### src/hdl/nwsx_ram.sv
// generic simple dual-port ram with registered read
module nwsx_ram #(
  parameter int WIDTH = 8,
  parameter int DEPTH = 16
) (
  input  logic                     clk,
  input  logic                     we,
  input  logic [$clog2(DEPTH)-1:0] waddr,
  input  logic [WIDTH-1:0]         wdata,
  input  logic [$clog2(DEPTH)-1:0] raddr,
  output logic [WIDTH-1:0]         rdata
);
  logic [WIDTH-1:0] mem [DEPTH];

  always_ff @(posedge clk) begin
    if (we) begin
      mem[waddr] <= wdata;
    end
    rdata <= mem[raddr];
  end
endmodule

### config.mk
export PLATFORM = sky130hd
export DESIGN_NAME = nwsx_ram
export DESIGN_NICKNAME = d
export VERILOG_FILES = /design/src/hdl/nwsx_ram.sv
export SDC_FILE = /design/constraint.sdc
export NUM_CORES = 1
export LEC_CHECK = 0
export BUFFER_PORTS_ARGS = -buffer_cell sky130_fd_sc_hd__buf_2
export CAP_MARGIN = 5
export CORE_UTILIZATION = 54
export DETAILED_ROUTE_END_ITERATION = 6
export HOLD_SLACK_MARGIN = 0.15
export PLACE_DENSITY = 0.71
export SETUP_SLACK_MARGIN = 0.2
export SLEW_MARGIN = 20
export SYNTH_ARGS = -nofsm -noshare
export SYNTH_HDL_FRONTEND = slang
export SYNTH_SLANG_ARGS = --single-unit
### constraint.sdc
create_clock -name clk -period 1.7 [get_ports clk]
set_input_delay 0.17 -clock clk [delete_from_list [all_inputs] [get_ports clk]]
set_output_delay 0.17 -clock clk [all_outputs]
set_load 0.05 [all_outputs]
; After elaboration in Yosys (flattened, before gate mapping)
; Memories as Yosys holds them, arrays and structs flattened. A register that Yosys moved wholly into a read port is not among the register bits.
; Index checks and enable logic that the tools add are counted.
[totals]
regBits = 0
ram_bits = 128
in_bits = 18
out_inout_bits = 8
wordCells = 3
n_memories = 1
[mem_list]
columns = memory, depth, word_bits, rd, rd_ports_with_merged_regs, wr, line
row1 = mem, 16, 8, 1, 1, 1, 13  ; logic [WIDTH-1:0] mem [DEPTH];
[classes]
n_mux = 2
[op_table]
columns = operator, count
row1 = two-way mux 1 bit, 2

; Logic depth before layout (Yosys ltp)
; Gate-level depths: netlist (run 1).
[logic_depth]
word_depth = 2
mapped_depth = 5

; Least setup slack after synthesis (run 1)
; No wires, ideal clock.
[synth_path]
kind = in2reg
start = in waddr[2]
end = mem mem[0][0], enable pin
arrival_time_ns = 1.280
required_ns = 1.317
setup_slack_ns = 0.037
stages = 2
cell_sequence = or3b_2 nor3_1
[synth_rtl]
columns = item, line
row1 = start: declaration, 8  ; input logic [$clog2(DEPTH)-1:0] waddr,
row2 = end: declaration, 13
; Straight into the memory's write port.

==> summary.md, run 1 <==
| Metric | Value |
|---|---|
| Worst Path Buf+Inv | `0` |
| Postcts setup bufs | `0` |
| Core area | `9240 um2` |
| Gp weighted congestion | `between 0.7 and 0.8` |
| Row cnt | `35` |
| Final Cycle Share | `0.822` |
| Worst Path Required | `between 2 and 2.5 ns` |
| Setup TNS | `0 ns` |
| Max-slew violations | `0` |
| Final net count | `310` |
| Gate Count Post-Synth | `around 230` |
| Minimum clock period | `approximately 1.4 ns` |
| Static Leak | `about 2.1 nW` |
| # fillers | `approximately 590` |
| Final count of hold timing violations | `0` |
| Total number of vias | `~2500` |
| Rel. slew slack | `0.720` |
| Clock root cell | `clkbuf_8` |
| Worst hold margin | `approximately 0.22 ns` |
| Worst EP arrival | `around 1.8 ns` |
| Worst Path Max Fanout | `1` |
| Max Buffers Root-to-Sink | `2` |
| Syn nets | `247` |
| Final WS setup | `about 0.30 ns` |
| CP max stage delay | `just over 0.5 ns` |
| Synth cell types | `19` |
| Hold_buf cts | `8` |
| Num CTS Buffers | `17` |
| Wire length per cell | `21.1 um` |
| Crit Path Category | `reg2reg` |
| Port Buf Inserts | `25` |
| Num Clock Sinks | `136` |
| Die area | `around 9900 um2` |
| Vias in the first global route | `around 2500` |
| Initial antenna violation count | `0` |
| Antenna-violating nets left | `0` |
| Fin Clk Skew | `~0.0055 ns` |
| P&R area growth vs syn | `19.9%` |
| Placed insts | `between 300 and 400` |
| CP startpoint kind | `flop` |
| Slew @ Worst Pin | `0.419 ns` |
| Fin util | `0.668` |
| Layout Cells excl Fill | `434` |
| Total Power | `about 7.5 mW` |
| First-pass DRT Iterations | `5` |
| CP top delay family | `multiplexers` |
| Mean Syn Cell Area | `22.5 um2` |
| Clk pin slew, worst setup/hold paths | `roughly 0.06 ns` |
| Crit-path slowest cell | `mux4_1` |
| Routed WL | `around 9000 um` |
| Cell Chain, Critical Path | `mux4_1 -> a22oi_1 -> nand2_1` |
| Worst skew pair latency | `0.51 ns` |
| Vias/cell | `approximately 5.7` |
| Die W | `99.6 um` |
| Pin count of the biggest net entering global routing | `33` |
| Design area | `6170 um2` |
| Cell Area, Placed | `roughly 5500 um2` |
| All-Layer GR Usage | `0.213` |
| Detailed Place HPWL | `5870 um` |
| Initial Utilization | `0.557` |
| Endpoints failing setup | `0` |
| Layout cells sized above 1 | `0.318` |
| Max cap viols | `0` |
| Endpoint type of the worst setup path | `flop` |
| Starting DRT DRC Count | `226` |
| Synth warnings | `0` |
| Outcome | `completed` |
| DRC Markers | `0` |
| Total gr overflow | `0` |
| Diode count | `0` |
| H-tree Lvls | `4` |
| Worst VDD drop | `between 0.7 and 0.8 mV` |
| Ports | `26` |
| Seq cells post-synth | `136` |
| Pre-CTS setup slack | `around 0.09 ns` |
| Hold WC Path Type | `in2reg` |
| CTS tree | `yes` |
| Post-CTS sizing | `0` |
| Seq/Total Area, Yosys | `0.778` |
| RSZ-0062 raised after global routing | `no` |
| First-pass GRT wire length | `approximately 14000 um` |
| Die height | `around 100 um` |
| Synthesized area | `between 5000 and 6000 um2` |
| FMAX | `between 0.7 and 0.8 GHz` |
| Pwr/cell area | `between 1000 and 1500 nW/um2` |
[tightest hold or removal path, cell delays in order]
cell and delay, ns:
buf_2 0.11, nor2_1 0.08, buf_4 0.18, a22oi_1 0.10
nand2_1 0.06
[where the power goes]
group | internal (mW) | total (mW) | switching (mW) | leakage, nW
combinational | 0.169 | 0.434 | 0.265 | 0.630
sequential | 3.75 | 3.77 | 0.0230 | 1.22
clock | 1.93 | 3.25 | 1.32 | 0.246
[logic make-up after synthesis]
group,Yosys count,share of synthesized area
flops,136,0.778
simple gates,35,0.0318
mux,32,0.150
compound gates,16,0.0233
buf+inv,10,0.0168
[path summary, 6_finish.rpt]
path | start | to | slack, ns | cells past startpoint
max | mem[9][3] | rdata[3] | 0.30 | 3
min | raddr[3] | rdata[1] | 0.22 | 5
max reg2reg | mem[9][3] | rdata[3] | 0.30 | 3
min reg2reg | mem[15][2] | rdata[2] | 0.67 | 3
[synth_stat cells]
library cell | count | area (um2)
nor2_1 | 13 | 48.8
nor2b_1 | 1 | 6.26
mux4_1 | 14 | 368
and2_1 | 1 | 6.26
nand3b_1 | 2 | 15.0
clkdlybuf4s25_2 | 3 | 30.0
edfxtp_1 | 128 | 3840
nand2b_1 | 2 | 12.5
buf_4 | 1 | 7.51
or3b_2 | 1 | 8.76
a22oi_1 | 16 | 120
buf_6 | 3 | 33.8
mux4_2 | 18 | 405
nand2_1 | 9 | 33.8
buf_2 | 3 | 15.0
and2b_1 | 1 | 7.51
nand3_1 | 1 | 5.00
dfxtp_1 | 8 | 160
nor3_1 | 4 | 20.0
[final cells by class]
| class | count | area, um2 | area share |
|---|---|---|---|
| well taps | 129 | 161 | 0.0261 |
| repair buffers | 54 | 400 | 0.0649 |
| clock buffers | 17 | 414 | 0.0671 |
| clock inverters | 15 | 131 | 0.0213 |
| flip-flops and latches | 136 | 4000 | 0.649 |
| multi-input cells | 83 | 1060 | 0.172 |
[placed cells by master, fill, tap and decap left out, types with 2 or more instances in the layout]
cell           count
nor3_1             3
buf_2             25
clkbuf_16         16
dlygate4sd3_1      8
nand3b_1           2
clkinvlp_4         7
mux4_2            18
buf_4             18
mux4_1            14
buf_12             3
clkinv_2           2
a22oi_1           16
nor2_1            13
dfxtp_1            8
clkinv_4           3
edfxtp_1         128
nand2b_1           2
nand2_1            9
[registers in the layout (all words and copies together), names as in the netlist]
| signal | count |
|---|---|
| mem | 128 |
| rdata | 8 |
[routing by layer]
layer	vias to the layer above	GRT usage	part of all wire
met2	72	0.345	0.51
met1	1275	0.280	0.43
met5	-	0	0
met3	15	0.0569	0.043
met4	0	0.0848	0.014
li1	1099	-	-
Power figures use the tool's default switching activity.
==> run 2, diff against run 1 <==
--- a/config.mk
+++ b/config.mk
@@ -5,12 +5,13 @@
 export SDC_FILE = /design/constraint.sdc
 export NUM_CORES = 1
 export LEC_CHECK = 0
+export ABC_AREA = 1
 export BUFFER_PORTS_ARGS = -buffer_cell sky130_fd_sc_hd__buf_2
 export CAP_MARGIN = 5
-export CORE_UTILIZATION = 54
+export CORE_UTILIZATION = 55
 export DETAILED_ROUTE_END_ITERATION = 6
 export HOLD_SLACK_MARGIN = 0.15
-export PLACE_DENSITY = 0.71
+export PLACE_DENSITY = 0.69
 export SETUP_SLACK_MARGIN = 0.2
 export SLEW_MARGIN = 20
 export SYNTH_ARGS = -nofsm -noshare
==> constraint.sdc (replaced) <==
create_clock -name clk -period 1.3 [get_ports clk]
set_input_delay 0.13 -clock clk [delete_from_list [all_inputs] [get_ports clk]]
set_output_delay 0.13 -clock clk [all_outputs]
set_load 0.05 [all_outputs]
==> run 2 against run 1 <==
  * Non-clock buffer count increased by 10
  * Flip-flop and latch count stayed put
  * Final cell count grew 75%
  * Via count grew 59%
  * Core utilization is 1.3 points higher
  * Setup slack got worse by 0.18 ns
  * Critical path depth is 2 lower
  * Global-route usage up 4.5 points
  * Routed wire length increased by 38%
  * Die area up 9.8%
  * Clock skew up 0.0037 ns
  * Clock-buffer cell count unchanged
==> summary.md, run 2 <==
| Metric | Value |
|---|---|
| Worst flop-to-flop path endpoint | `rdata[4]` |
| Most flops, register | `mem` |
| Top_reg_cell synth | `edfxtp_1` |
| Most frequent cells in the layout | `nand2_1 (173), edfxtp_1 (128), inv_1 (100)` |
| Most common cell in the netlist | `nand2_1` |
| Synth warnings | `0 (unchanged)` |
| Max cap viols | `0 (unchanged)` |
| Final WS setup | `0.124 ns (-0.178 ns)` |
| Seq/Total Area, Yosys | `0.694 (-0.0835)` |
| Crit Path Category | `reg2out` |
| Endpoint type of the worst setup path | `output pin` |
| Gp weighted congestion | `0.847 (+21%)` |
| Die area | `10900 um2 (+9.8%)` |
| CP endpoint | `rdata[4]` |
| Gate Count Post-Synth | `551 (+140%)` |
| Antenna-violating nets left | `0 (unchanged)` |
| Diode count | `0 (unchanged)` |
| Num Clock Sinks | `136 (unchanged)` |
| Port Buf Inserts | `25 (unchanged)` |
| Layout cells sized above 1 | `0.154 (-0.164)` |
| H-tree Lvls | `4 (unchanged)` |
| CP startpoint kind | `flop` |
| CP top delay family | `flip-flops` |
| Max Buffers Root-to-Sink | `2 (unchanged)` |
| Wire length per cell | `16.7 um (-21%)` |
| Final Cycle Share | `0.905` |
| Num CTS Buffers | `17 (unchanged)` |
| Postcts setup bufs | `0 (unchanged)` |
| All-Layer GR Usage | `0.258 (+0.0448)` |
| FMAX | `between 0.8 and 0.9 GHz` |
| First-pass DRT Iterations | `5 (unchanged)` |
| RSZ-0062 raised after global routing | `yes` |
| Pwr/cell area | `1530 nW/um2 (+27%)` |
| Fin util | `0.681 (+0.0132)` |
| Top post-synthesis cells by area | `edfxtp_1 (67%), nand2_1 (11%), nand3_1 (8.4%)` |
| Vias in the first global route | `3726 (+47%)` |
| Area of the multi-input gates | `1220 um2 (+15%)` |
| Largest register FFs | `128 (unchanged)` |
| Die W | `104 um (+4.8%)` |
| Pre-CTS setup slack | `0.0822 ns (-0.00909 ns)` |
| Total Power | `10.7 mW (+43%)` |
| Post-synth top cells | `nand2_1 (173), edfxtp_1 (128), inv_1 (100), nand3_1 (97), nor2_1 (17)` |
| Max-slew violations | `0 (unchanged)` |
| R2R depth | `6 (+3)` |
| Synthesized area | `5770 um2 (+12%)` |
| Final net count | `628 (+100%)` |
| First-pass GRT wire length | `20300 um (+42%)` |
| Rel. slew slack | `0.725 (+0.00419)` |
| # fillers | `788 (+34%)` |
| Worst Path Buf+Inv | `1 (+1)` |
| Register area | `4020 um2 (+0.31%)` |
| Post-synth top area cell | `edfxtp_1` |
| Async SR Flop Fraction | `0 (unchanged)` |
| Fin Clk Skew | `0.00919 ns (+0.00366 ns)` |
| Area fraction of the dominant cell type after synthesis | `0.667 (-0.0802)` |
| Worst EP arrival | `1.05 ns (-0.73 ns)` |
| Vias/cell | `5.15 (-9.1%)` |
| CP max stage delay | `0.37 ns (-0.14 ns)` |
| Ports | `26 (unchanged)` |
| CP Depth | `1 (-2)` |
| Placed insts | `717 (+82%)` |
| Syn nets | `569 (+130%)` |
| Total gr overflow | `0 (unchanged)` |
| Seq cells post-synth | `136 (unchanged)` |
| Worst Path Required | `1.17 ns (-0.91 ns)` |
| Endpoints failing setup | `0 (unchanged)` |
| Worst skew pair latency | `0.53 ns (+0.02 ns)` |
| Slew @ Worst Pin | `0.413 ns (-0.00628 ns)` |
| Initial Utilization | `0.564 (+0.00658)` |
| Flop-to-flop setup slack | `0.29 ns (about the same)` |
| Cell Area, Placed | `6160 um2 (+11%)` |
| Top flop regs | `mem x128, rdata x8` |
| Core area | `10200 um2 (+11%)` |
| Synth cell types | `12 (-7)` |
| Clk pin slew, worst setup/hold paths | `0.06 ns (about the same)` |
| Setup TNS | `0 ns (unchanged)` |
| Cell Chain, Critical Path | `buf_8` |
| P&R area growth vs syn | `20.9%` |
| Detailed Place HPWL | `7910 um (+35%)` |
| Worst VDD drop | `1.53 mV (+100%)` |
| Crit-path slowest cell | `dfxtp_4` |
| Worst hold margin | `0.233 ns (+0.00934 ns)` |
| Routed WL | `12700 um (+38%)` |
| Minimum clock period | `about 1.2 ns` |
| Design area | `6970 um2 (+13%)` |
| Layout Cells excl Fill | `759 (+75%)` |
| DRC Markers | `0 (unchanged)` |
| Die height | `104 um (+4.8%)` |
| Starting DRT DRC Count | `289 (+28%)` |
| Total number of vias | `3911 (+59%)` |
| Initial antenna violation count | `0 (unchanged)` |
| Static Leak | `3.04 nW (+45%)` |
| EDFF count, synth | `128 (unchanged)` |
| Pin count of the biggest net entering global routing | `39 (+18%)` |
| RR Startpoint | `mem[9][4]` |
| Outcome | `completed` |
| Clock root cell | `clkbuf_8` |
| Row cnt | `37 (+5.7%)` |
| CTS tree | `yes` |
| Mean Syn Cell Area | `10.5 um2 (-53%)` |
| Worst Path Max Fanout | `1 (unchanged)` |
| CP startpoint | `rdata[4]` |
| Commonest non-fill, non-tap cell in the layout | `nand2_1` |
| Final count of hold timing violations | `0 (unchanged)` |
| Hold WC Path Type | `in2reg` |
## run 2: cells by family after synthesis
kind of cell	share of synthesized area
buf+inv	0.0952
flops	0.694
simple gates	0.210
## run 2: power breakdown
group          switching (mW)  total [mW]  internal (mW)  leakage (nW)
Combinational           0.520       0.794          0.274          1.53
Sequential             0.0444        4.95           4.91          1.22
Clock                    1.81        4.93           3.12         0.288
## run 2: worst min-delay path by stage
stage,cells past startpoint,to,from,slack [ns]
finish,4,mem[3][7],we,0.23
global route,4,mem[0][3],we,0.24
CTS,6,rdata[3],raddr[1],0.21
detailed placement,1,mem[2][5],wdata[5],0.56
global placement,1,mem[2][0],wdata[0],0.57
floorplan,0,mem[0][0],wdata[0],0.23
## run 2: what timing repair did
action                                  in CTS  in global routing
endpoints found under the setup margin       8                  9
gates resized for setup                     28                  4
hold buffers                                10                  0
pin swaps                                    0                  0
hold endpoints to repair                   136                  0
## run 2: per-layer routing
layer | part of all wire | GRT usage | up-vias
met3 | 0.074 | 0.0721 | 26
met1 | 0.43 | 0.357 | 1830
li1 | - | - | 1893
met2 | 0.47 | 0.384 | 162
met4 | 0.025 | 0.110 | 0
met5 | 0 | 0 | -
## run 2: layout make-up
type / instances / share of cell area
clock inverters: 15 / 0.0291
repair buffers: 64 / 0.0811
flip-flops and latches: 136 / 0.576
clock buffers: 17 / 0.0594
inverters: 102 / 0.0549
multi-input cells: 289 / 0.175
well taps: 136 / 0.0244
